==> src/rtl/indexed_min_heap_unit_macros.svh <==
// Assertion macros shared by the heap unit RTL.
`ifndef INDEXED_MIN_HEAP_UNIT_MACROS_SVH
`define INDEXED_MIN_HEAP_UNIT_MACROS_SVH
// Consequent checked in the same cycle as the antecedent.
`define IMH_ASSERT_SAME(label, ante, cons, msg) \
   label: assert property (@(posedge clock) disable iff (reset) (ante) |-> (cons)) \
      else $error(msg);
// Consequent checked in the cycle after the antecedent.
`define IMH_ASSERT_NEXT(label, ante, cons, msg) \
   label: assert property (@(posedge clock) disable iff (reset) (ante) |=> (cons)) \
      else $error(msg);
`endif

==> src/rtl/imh_pkg.sv <==
// Types, constants and codes of the indexed min-heap unit.
package imh_pkg;
   localparam int CAPACITY   = 1024;
   localparam int IDX_BITS   = $clog2(CAPACITY);
   localparam int CNT_BITS   = IDX_BITS + 1;
   localparam int SCORE_BITS = 32;
   localparam int TAG_BITS   = 16;

   typedef enum logic [1:0] {
      MODE_INSERT  = 2'd0,
      MODE_REMOVE  = 2'd1,
      MODE_RESCORE = 2'd2,
      MODE_POP     = 2'd3
   } mode_type;

   typedef enum logic [2:0] {
      ST_DONE   = 3'd0,
      ST_POPPED = 3'd1,
      ST_KEPT   = 3'd2,
      ST_EMPTY  = 3'd3,
      ST_FULL   = 3'd4,
      ST_BADPOS = 3'd5
   } status_type;

   localparam logic KIND_NOTICE = 1'b0;
   localparam logic KIND_FINAL  = 1'b1;

   typedef struct packed {
      mode_type              mode;
      logic [IDX_BITS-1:0]   position;
      logic [SCORE_BITS-1:0] score;
      logic [TAG_BITS-1:0]   tag;
      logic [SCORE_BITS-1:0] threshold;
   } req_type;

   typedef struct packed {
      logic                  kind;
      logic [TAG_BITS-1:0]   entry_tag;
      logic [IDX_BITS-1:0]   entry_position;
      logic [SCORE_BITS-1:0] entry_score;
      logic                  reached_root;
      status_type            status;
      logic                  last;
   } rsp_type;

   typedef struct packed {
      logic [SCORE_BITS-1:0] score;
      logic [TAG_BITS-1:0]   tag;
   } entry_type;

   typedef enum logic [4:0] {
      DP_NOP,
      DP_LOAD,
      DP_INSERT,
      DP_READ_POS,
      DP_RESCORE_WR,
      DP_READ_ROOT,
      DP_POP_CAP,
      DP_REMOVE_RD,
      DP_REMOVE_WR,
      DP_UP_RD,
      DP_UP_STOP,
      DP_UP_SWAP1,
      DP_UP_SWAP2,
      DP_DN_RDL,
      DP_DN_RDR,
      DP_DN_SWAP1,
      DP_DN_SWAP2,
      DP_FINAL
   } dp_op_type;

   typedef struct packed {
      dp_op_type  op;
      status_type status;
      logic       show_pop;
   } dp_cmd_type;

   typedef struct packed {
      mode_type mode;
      logic     full;
      logic     bad;
      logic     empty;
      logic     last_hit;
      logic     i_zero;
      logic     l_valid;
      logic     dn_stop;
      logic     up_stop;
      logic     below;
      logic     pop_below;
   } dp_stat_type;
endpackage

==> src/rtl/imh_ctrl.sv <==
// Sequencer of the heap unit: walks each transaction through its steps.
module imh_ctrl (
   input  logic                 clock,
   input  logic                 reset,
   input  logic                 start,
   output logic                 busy,
   input  imh_pkg::dp_stat_type stat,
   output imh_pkg::dp_cmd_type  cmd
);
   typedef enum logic [3:0] {
      S_IDLE, S_CHECK, S_RS_WR, S_POP_CHK, S_REM_RD, S_REM_WR,
      S_DN_RL, S_DN_RR, S_DN_CMP, S_DN_SW2,
      S_UP_RD, S_UP_CMP, S_UP_SW2, S_FIN
   } state_type;

   state_type state_ff, state_in;
   imh_pkg::status_type done_status;

   assign busy = (state_ff != S_IDLE);

   always_comb begin
      if (stat.mode != imh_pkg::MODE_POP) begin
         done_status = imh_pkg::ST_DONE;
      end else if (stat.pop_below) begin
         done_status = imh_pkg::ST_POPPED;
      end else begin
         done_status = imh_pkg::ST_KEPT;
      end
   end

   always_comb begin
      state_in     = state_ff;
      cmd.op       = imh_pkg::DP_NOP;
      cmd.status   = imh_pkg::ST_DONE;
      cmd.show_pop = 1'b0;
      unique case (state_ff)
         S_IDLE: begin
            if (start) begin
               cmd.op   = imh_pkg::DP_LOAD;
               state_in = S_CHECK;
            end
         end
         S_CHECK: begin
            unique case (stat.mode)
               imh_pkg::MODE_INSERT: begin
                  if (stat.full) begin
                     cmd.op = imh_pkg::DP_FINAL; cmd.status = imh_pkg::ST_FULL;
                     state_in = S_IDLE;
                  end else begin
                     cmd.op = imh_pkg::DP_INSERT; state_in = S_UP_RD;
                  end
               end
               imh_pkg::MODE_REMOVE: begin
                  if (stat.bad) begin
                     cmd.op = imh_pkg::DP_FINAL; cmd.status = imh_pkg::ST_BADPOS;
                     state_in = S_IDLE;
                  end else begin
                     state_in = S_REM_RD;
                  end
               end
               imh_pkg::MODE_RESCORE: begin
                  if (stat.bad) begin
                     cmd.op = imh_pkg::DP_FINAL; cmd.status = imh_pkg::ST_BADPOS;
                     state_in = S_IDLE;
                  end else begin
                     cmd.op = imh_pkg::DP_READ_POS; state_in = S_RS_WR;
                  end
               end
               imh_pkg::MODE_POP: begin
                  if (stat.empty) begin
                     cmd.op = imh_pkg::DP_FINAL; cmd.status = imh_pkg::ST_EMPTY;
                     state_in = S_IDLE;
                  end else begin
                     cmd.op = imh_pkg::DP_READ_ROOT; state_in = S_POP_CHK;
                  end
               end
               default: state_in = S_IDLE;
            endcase
         end
         S_RS_WR: begin
            cmd.op = imh_pkg::DP_RESCORE_WR; state_in = S_DN_RL;
         end
         S_POP_CHK: begin
            cmd.op   = imh_pkg::DP_POP_CAP;
            state_in = stat.below ? S_REM_RD : S_FIN;
         end
         S_REM_RD: begin
            cmd.op   = imh_pkg::DP_REMOVE_RD;
            state_in = stat.last_hit ? S_FIN : S_REM_WR;
         end
         S_REM_WR: begin
            cmd.op = imh_pkg::DP_REMOVE_WR; state_in = S_DN_RL;
         end
         S_DN_RL: begin
            if (stat.l_valid) begin
               cmd.op = imh_pkg::DP_DN_RDL; state_in = S_DN_RR;
            end else begin
               state_in = S_UP_RD;
            end
         end
         S_DN_RR: begin
            cmd.op = imh_pkg::DP_DN_RDR; state_in = S_DN_CMP;
         end
         S_DN_CMP: begin
            if (stat.dn_stop) begin
               state_in = S_UP_RD;
            end else begin
               cmd.op = imh_pkg::DP_DN_SWAP1; state_in = S_DN_SW2;
            end
         end
         S_DN_SW2: begin
            cmd.op = imh_pkg::DP_DN_SWAP2; state_in = S_DN_RL;
         end
         S_UP_RD: begin
            if (stat.i_zero) begin
               state_in = S_FIN;
            end else begin
               cmd.op = imh_pkg::DP_UP_RD; state_in = S_UP_CMP;
            end
         end
         S_UP_CMP: begin
            if (stat.up_stop) begin
               cmd.op = imh_pkg::DP_UP_STOP; state_in = S_FIN;
            end else begin
               cmd.op = imh_pkg::DP_UP_SWAP1; state_in = S_UP_SW2;
            end
         end
         S_UP_SW2: begin
            cmd.op = imh_pkg::DP_UP_SWAP2; state_in = S_UP_RD;
         end
         S_FIN: begin
            cmd.op       = imh_pkg::DP_FINAL;
            cmd.status   = done_status;
            cmd.show_pop = (stat.mode == imh_pkg::MODE_POP);
            state_in     = S_IDLE;
         end
         default: state_in = S_IDLE;
      endcase
   end

   always_ff @(posedge clock) begin
      if (reset) begin
         state_ff <= S_IDLE;
      end else begin
         state_ff <= state_in;
      end
   end
endmodule

==> config.mk <==
export PLATFORM = sky130hd
export DESIGN_NAME = imh_ctrl
export DESIGN_NICKNAME = d
export VERILOG_FILES = /design/src/rtl/indexed_min_heap_unit_macros.svh /design/src/rtl/imh_pkg.sv /design/src/rtl/imh_ctrl.sv
export SDC_FILE = /design/constraint.sdc
export NUM_CORES = 1
export LEC_CHECK = 0
export BUFFER_PORTS_ARGS = -buffer_cell sky130_fd_sc_hd__buf_2
export CORE_AREA = 2 2 40 42
export DETAILED_ROUTE_END_ITERATION = 12
export DIE_AREA = 0 0 42 44
export GPL_ROUTABILITY_DRIVEN = 0
export PLACE_DENSITY = 0.79
export SLEW_MARGIN = 5
export SYNTH_ARGS = -nofsm -noshare
export SYNTH_HDL_FRONTEND = slang
export SYNTH_SLANG_ARGS = --single-unit
==> constraint.sdc <==
create_clock -name clock -period 3.3 [get_ports clock]
set_clock_uncertainty 0.05 [all_clocks]
set_input_delay 0.495 -clock clock [delete_from_list [all_inputs] [get_ports clock]]
set_output_delay 0.495 -clock clock [all_outputs]
set_load 0.03 [all_outputs]
# Word-level counts from Yosys, hierarchy flattened
# Index checks and enable logic that the tools add are counted.
[word_totals] register_bits=4 elab_cells=54 output_inout_bits=10
[op_classes] n_reduce_logical=4 n_eq_ne=18 n_mux=31
[ops] operator="one-hot mux 5 bit (14 select lines)" count=1
[ops] operator="one-hot mux 4 bit (11 select lines)" count=1
[ops] operator="two-way mux 4 bit" count=8
[ops] operator="one-hot mux 8 bit (4 select lines)" count=1
[ops] operator="equality test 4 bit, second input constant" count=6
[ops] operator="equality test 4 x 3 -> 1 bit, second input constant" count=4
[ops] operator="one-hot mux 4 bit (4 select lines)" count=1
[ops] operator="two-way mux 5 bit" count=3
[ops] operator="two-way mux 2 bit" count=6
[ops] operator="two-way mux 3 bit" count=4
[ops] operator="equality test 4 x 2 -> 1 bit, second input constant" count=2
[ops] operator="two-way mux 8 bit" count=1
[ops] operator="one-hot mux 3 bit (2 select lines)" count=1
[ops] operator="equality test 2 bit, second input constant" count=2
[ops] operator="equality test 4 x 1 -> 1 bit, second input constant" count=1
[ops] operator="zero test 4 bit" count=1
[ops] operator="two-way mux 1 bit" count=4
[ops] operator="inequality test 2 bit, second input constant" count=2
[ops] operator="nonzero test 4 bit" count=1
[ops] operator="OR reduction 3 bit" count=1
[ops] operator="equality test 2 x 1 -> 1 bit, second input constant" count=1
[ops] operator="zero test 2 bit" count=1

# Longest topological paths before layout
# Gate-level depths: netlist of run 1.
[depth] ltp_word=3 mapped_depth=6 depth_no_buf=4

# Least setup slack after synthesis of run 1
# OpenSTA, ideal clock, no wires.
[synth_path] kind="input-to-output" from="input stat[10] in the netlist's numbering" to="output cmd[1] in the netlist's numbering" slack_ns=0.976 arrival_time_ns=1.779 stages=5 t_required_ns=2.755 cell_sequence="clkbuf_1 -> nand4_1 -> nor2_1 -> nand2_1 -> o21ai_0"
[synth_lines] item="start: declaration" line="imh_ctrl.sv:7" rtl="input imh_pkg::dp_stat_type stat,"
[synth_lines] item="end: declaration" line="imh_ctrl.sv:8" rtl="output imh_pkg::dp_cmd_type cmd"

==> results of run 1 <==
==> path summary, 6_finish.rpt <==
path,depth (start not counted),start,slack [ns],end
worst max register to register,4,state_ff[3],1.50,state_ff[0]
worst min register to register,3,state_ff[0],0.76,state_ff[3]
worst max-delay path,5,state_ff[3],0.67,cmd[6]
worst min-delay path,4,reset,0.50,state_ff[3]
==> layout by cell type (no fill, tap or decap), types with 2 or more instances in the layout <==
master     n
a21oi_1    4
a22oi_1    3
a31oi_1    4
and3_1     2
buf_2     24
clkbuf_4   3
dfxtp_1    4
inv_1      5
nand2_1   12
nand2b_1   8
nand3_1    3
nand4_1    2
nor2_1     8
nor2b_1    2
nor3_1     2
o21a_1     2
o21ai_0   10
==> cell type report <==
| cell class | instances | area, um2 | area share |
|---|---|---|---|
| Sequential cell | 4 | 80.1 | 0.101 |
| Tap cell | 16 | 20.0 | 0.0252 |
| Multi-Input combinational cell | 83 | 532 | 0.670 |
| Clock buffer | 3 | 22.5 | 0.0284 |
| Inverter | 5 | 18.8 | 0.0237 |
| Timing Repair Buffer | 24 | 120 | 0.151 |
==> cells by family (layout without fill, tap and decap cells) <==
logic type	Yosys count	after routing	synth area share
flops	4	4	0.118
xor+xnor	2	2	0.0257
compound gates	36	36	0.371
mux	1	1	0.0147
simple gates	44	44	0.369
buf+inv	14	32	0.101
==> routing by layer <==
layer  routed length, um  global-route usage  up-vias
li1                    -                   -      403
met1                 809               0.277      348
met2                 839               0.297       29
met3                 112              0.0458        4
met4                  35              0.0968        0
met5                   0                   0        -
==> stage by stage <==
stage / cell area (um2) / instances / power [mW] / hold slack, ns
after detailed placement: 771 / 132 / 0.336 / 0.754
after CTS: 793 / 135 / 0.402 / 0.501
after global routing: 793 / 135 / 0.429 / 0.531
final: 793 / 135 / 0.401 / 0.503
after floorplan: 681 / 101 / 0.286 / 0.605
after global placement: 771 / 132 / 0.333 / 0.743
==> critical path, cell delays in order, from the launching register on <==
cell      delay, ns
dfxtp_1        0.74
nand2b_1       0.25
o32a_1         0.39
o21a_1         0.15
o211ai_1       0.07
buf_2          0.22
==> power groups by stage <==
| stage | Sequential (mW) | Combinational [mW] | Clock (mW) |
|---|---|---|---|
| 2_1_floorplan | 0.0616 | 0.225 | 0 |
| 3_3_place_gp | 0.0907 | 0.242 | 0 |
| 3_5_place_dp | 0.0919 | 0.244 | 0 |
| 4_1_cts | 0.0911 | 0.245 | 0.0662 |
| 5_1_grt | 0.0946 | 0.265 | 0.0693 |
| 6_report | 0.0924 | 0.245 | 0.0636 |
==> impl_metrics.csv, run 1 <==
group,metric,value,unit
floorplanning,coreArea,1420,um2
routing,routed_wl,1.80,mm
clocking,clk_latency,0.25,ns
clocking,clockBufferDepth,2,
sta,hold_viol_final,0,
power_and_ir_drop,pwr-share-seq,0.230,
routing,drcViolationCount,0,
clocking,cts_tree,"yes",
floorplanning,die_y,44,um
cells_and_area,largest_register_ffs,4,
cells_and_area,nFillCells,144,
cells_and_area,largestRegisters,"state_ff (4)",
clocking,clock-sinks,4,
floorplanning,num_rows,14,
cells_and_area,drive_gt1_frac,0.277,
logic_synthesis,syn_area,681,um2
logic_synthesis,yosysWarningCount,0,
power_and_ir_drop,ir_drop,0.185,mV
sta,fin_tns_setup,0,ns
cells_and_area,regMostFlops,"state_ff",
placed_design,port_buffers,24,
cells_and_area,area_growth_syn_to_layout,16.5,%
power_and_ir_drop,switching_share,0.516,
placed_design,hpwlAfterDp,1.33,mm
floorplanning,start_util,0.480,
routing,vias_per_cell,5.81,
global_routing,antenna_found_initial,0,
global_routing,grt_pass1_vias,663,
cells_and_area,fin_nets,136,
sta,fmax,381,MHz
cells_and_area,fin_util,0.559,
worst_hold_path,hold_path.class,"input pin to flip-flop",
routing,drtPass1Iterations,4,
outcome,outcome,"finished, final reports clean",
logic_synthesis,syn_avg_cell_area,6.74,um2
logic_synthesis,ys_ff_latch,4,
clocking,cts.clk_slew.worst_paths,0.04,ns
clocking,postCtsSetupRepairBufs,0,
worst_setup_path,required,2.75,ns
routing,wl_per_cell,13.3,um
floorplanning,die-area,1850,um2
job,maxCapViolations,0,
logic_synthesis,synthTopCellsByCount,"nand2_1, o21ai_0, nand2b_1, nor2_1, inv_1",
floorplanning,ios,25,
placed_design,place_ws,0.973,ns
clocking,cts_root_buffer,"clkbuf_4",
logic_synthesis,synth_fp_nets,116,
sta,finalSetupViolations,0,
logic_synthesis,synth.area.top_cells,"dfxtp_1, nand2b_1, o21ai_0",
power_and_ir_drop,comb_power_share,0.611,
worst_setup_path,critPathArrivalTime,2.08,ns
worst_setup_path,critPathMaxFanout,20,
clocking,ctsHoldBuffers,0,
routing,vias,784,
power_and_ir_drop,p_clk_frac,0.159,
sta,tightest_slew,0.674,ns
logic_synthesis,synth_ff_type,"dfxtp_1",
power_and_ir_drop,cellPowerDensity,505,nW/um2
global_routing,grtUsageTotal,0.202,
power_and_ir_drop,p_int,194,uW
logic_synthesis,yosysTopAreaCell,"dfxtp_1",
clocking,cts-resized-gates,0,
sta,maxSlewViolCount,0,
logic_synthesis,netlist_instances,101,
worst_setup_path,critPathLaunchType,"flip-flop",
sta,layout_min_cycle_time,2.63,ns
cells_and_area,antennaDiodeCount,0,
clocking,h-tree-depth,1,
power_and_ir_drop,p_sw,207,uW
sta,max_slew_margin,0.550,
sta,min_period_over_period,0.796,
worst_setup_path,end_kind,"output pin",
global_routing,grt_start_max_net_pins,21,
global_routing,overflow,0,
logic_synthesis,ys_types,40,
routing,drtIter0Drc,20,
sta,layout_setup_ws,0.672,ns
routing,ant_nets,0,
logic_synthesis,yosysTopAreaCellShare,0.118,
logic_synthesis,synth.most_common_cell,"nand2_1",
logic_synthesis,async_reset_ff_frac,0,
worst_setup_path,crit_type,"flip-flop to output pin",
global_routing,grt_first_pass_wirelength,2.85,mm
clocking,numCtsBuffers,3,
sta,rsz0062_at_grt,"no",
power_and_ir_drop,leakagePower,0.339,nW
logic_synthesis,synth_edf_count,0,
logic_synthesis,ys_seq_area_frac,0.118,
floorplanning,dieWidth,42,um
Note: power is estimated with default switching activity, not from simulation.
==> inputs of run 2 (changes only) <==
--- a/config.mk
+++ b/config.mk
@@ -6,11 +6,11 @@
 export NUM_CORES = 1
 export LEC_CHECK = 0
 export BUFFER_PORTS_ARGS = -buffer_cell sky130_fd_sc_hd__buf_2
-export CORE_AREA = 2 2 40 42
+export CORE_AREA = 2 2 41 43
 export DETAILED_ROUTE_END_ITERATION = 12
-export DIE_AREA = 0 0 42 44
+export DIE_AREA = 0 0 43 45
 export GPL_ROUTABILITY_DRIVEN = 0
-export PLACE_DENSITY = 0.79
+export PLACE_DENSITY = 0.75
 export SLEW_MARGIN = 5
 export SYNTH_ARGS = -nofsm -noshare
 export SYNTH_HDL_FRONTEND = slang
==> constraint.sdc (replaced) <==
create_clock -name clock -period 2.6 [get_ports clock]
set_clock_uncertainty 0.05 [all_clocks]
set_input_delay 0.39 -clock clock [delete_from_list [all_inputs] [get_ports clock]]
set_output_delay 0.39 -clock clock [all_outputs]
set_load 0.03 [all_outputs]
==> run 2 against run 1 <==
Net effect: non-clock buffer count increased by 1; register-to-register slack lost 0.59 ns; power rose by 27%; global-route usage up 0.73 points; critical endpoint unchanged; largest power group unchanged.
==> impl_metrics.csv, run 2 (synthesis results as in run 1) <==
group,metric,value,unit
outcome,outcome,"finished, final reports clean",
clocking,cts_tree,"yes",
global_routing,grtUsageTotal,0.209,
placed_design,port_buffers,24,
routing,wl_per_cell,13.7,um
global_routing,grt_first_pass_wirelength,3.08,mm
placed_design,hpwlAfterDp,1.42,mm
sta,maxSlewViolCount,0,
clocking,h-tree-depth,1,
floorplanning,start_util,0.463,
worst_hold_path,worst_hold_path.num_cells,4,
power_and_ir_drop,ir_drop,0.258,mV
floorplanning,die-area,1940,um2
clocking,cts-resized-gates,0,
sta,fin_tns_setup,0,ns
sta,fmax,412,MHz
sta,rsz0062_at_grt,"no",
job,maxCapViolations,0,
routing,vias_per_cell,5.99,
clocking,clock-sinks,4,
power_and_ir_drop,leakagePower,0.344,nW
worst_setup_path,reg2regPathDepth,4,
floorplanning,num_rows,14,
cells_and_area,area_growth_syn_to_layout,17.6,%
sta,min_period_over_period,0.934,
cells_and_area,fin_area,801,um2
cells_and_area,fin_nets,137,
floorplanning,ios,25,
clocking,cts.clk_slew.worst_paths,0.04,ns
cells_and_area,most-common-layout-cells,"buf_2, nand2_1, o21ai_0",
worst_setup_path,timing.rr.end,"state_ff[0]",
clocking,clockBufferDepth,2,
global_routing,grt_start_max_net_pins,18,
cells_and_area,largest_register_ffs,4,
global_routing,antenna_found_initial,0,
placed_design,postPlaceCellArea,778,um2
cells_and_area,drive_gt1_frac,0.283,
worst_setup_path,critPathMaxFanout,17,
sta,hold_viol_final,0,
clocking,numCtsBuffers,3,
routing,ant_nets,0,
clocking,clk_latency,0.23,ns
routing,routed_wl,1.87,mm
worst_hold_path,min_to,"state_ff[0]",
cells_and_area,nFillCells,146,
sta,tightest_slew,0.643,ns
floorplanning,die_y,45,um
worst_hold_path,hp-start,"reset",
sta,finalSetupViolations,0,
clocking,ctsHoldBuffers,0,
clocking,cts_root_buffer,"clkbuf_4",
routing,drtIter0Drc,24,
global_routing,grt_pass1_vias,708,
worst_setup_path,reg2reg_from,"state_ff[2]",
cells_and_area,regMostFlops,"state_ff",
worst_setup_path,crit_type,"flip-flop to output pin",
floorplanning,coreArea,1470,um2
worst_setup_path,reg2reg_slack,0.91,ns
sta,max_slew_margin,0.571,
clocking,postCtsSetupRepairBufs,0,
cells_and_area,largestRegisters,"state_ff (4)",
cells_and_area,final_common_cell,"buf_2",
worst_setup_path,required,2.16,ns
sta,hold_ws,0.390,ns
routing,drcViolationCount,0,
worst_setup_path,end_kind,"output pin",
cells_and_area,antennaDiodeCount,0,
routing,drtPass1Iterations,4,
worst_hold_path,hold_path.class,"input pin to flip-flop",
power_and_ir_drop,total_power,507,uW
power_and_ir_drop,cellPowerDensity,634,nW/um2
worst_setup_path,critPathLaunchType,"flip-flop",
routing,vias,815,
worst_setup_path,critPathArrivalTime,1.99,ns
global_routing,overflow,0,
sta,layout_min_cycle_time,2.43,ns
floorplanning,dieWidth,43,um
## run 2: changes by cell type in the layout (fill, tap and decap cells not counted), sizes merged
cell and delta:
buf +1
## run 2: worst max path at each step
stage,slack [ns],to,start
finish,0.17,cmd[6],state_ff[2]
global route,0.05,cmd[6],state_ff[0]
CTS,0.19,cmd[6],state_ff[2]
detailed placement,0.45,cmd[6],state_ff[2]
global placement,0.46,cmd[6],state_ff[2]
floorplan,0.45,cmd[1],state_ff[0]
## run 2: metal layers
layer	track usage	up-vias	share of wire
met2	0.352	27	0.47
met4	0.0364	0	0.0064
li1	-	409	-
met3	0.0400	2	0.058
met5	0	-	0
met1	0.284	377	0.46
## run 2: worst max-delay path, stage by stage, from the launching register on
cell and delay (ns):
dfxtp_1 0.72, nand2b_1 0.31, o32a_1 0.25, o21a_1 0.19
o211ai_1 0.09, buf_2 0.20
## run 2: stage by stage
stage	util	instances	setup WS (ns)
after global placement	0.529	133	0.457
after floorplan	-	101	0.451
after global routing	0.544	136	0.0528
final	0.544	136	0.171
after CTS	0.544	136	0.193
after detailed placement	0.529	133	0.446
## run 2: area by class of cell
type | instances | area, um2 | share of cell area
clock buffer | 3 | 22.5 | 0.0281
inverter | 5 | 18.8 | 0.0234
multi-input combinational | 83 | 532 | 0.664
sequential | 4 | 80.1 | 0.100
tap | 16 | 20.0 | 0.0250
timing repair buffer | 25 | 128 | 0.159
## run 2: power breakdown
part / switching [mW] / internal [mW]
Sequential: 0.0444 / 0.0717
Combinational: 0.191 / 0.124
Clock: 0.0247 / 0.0516
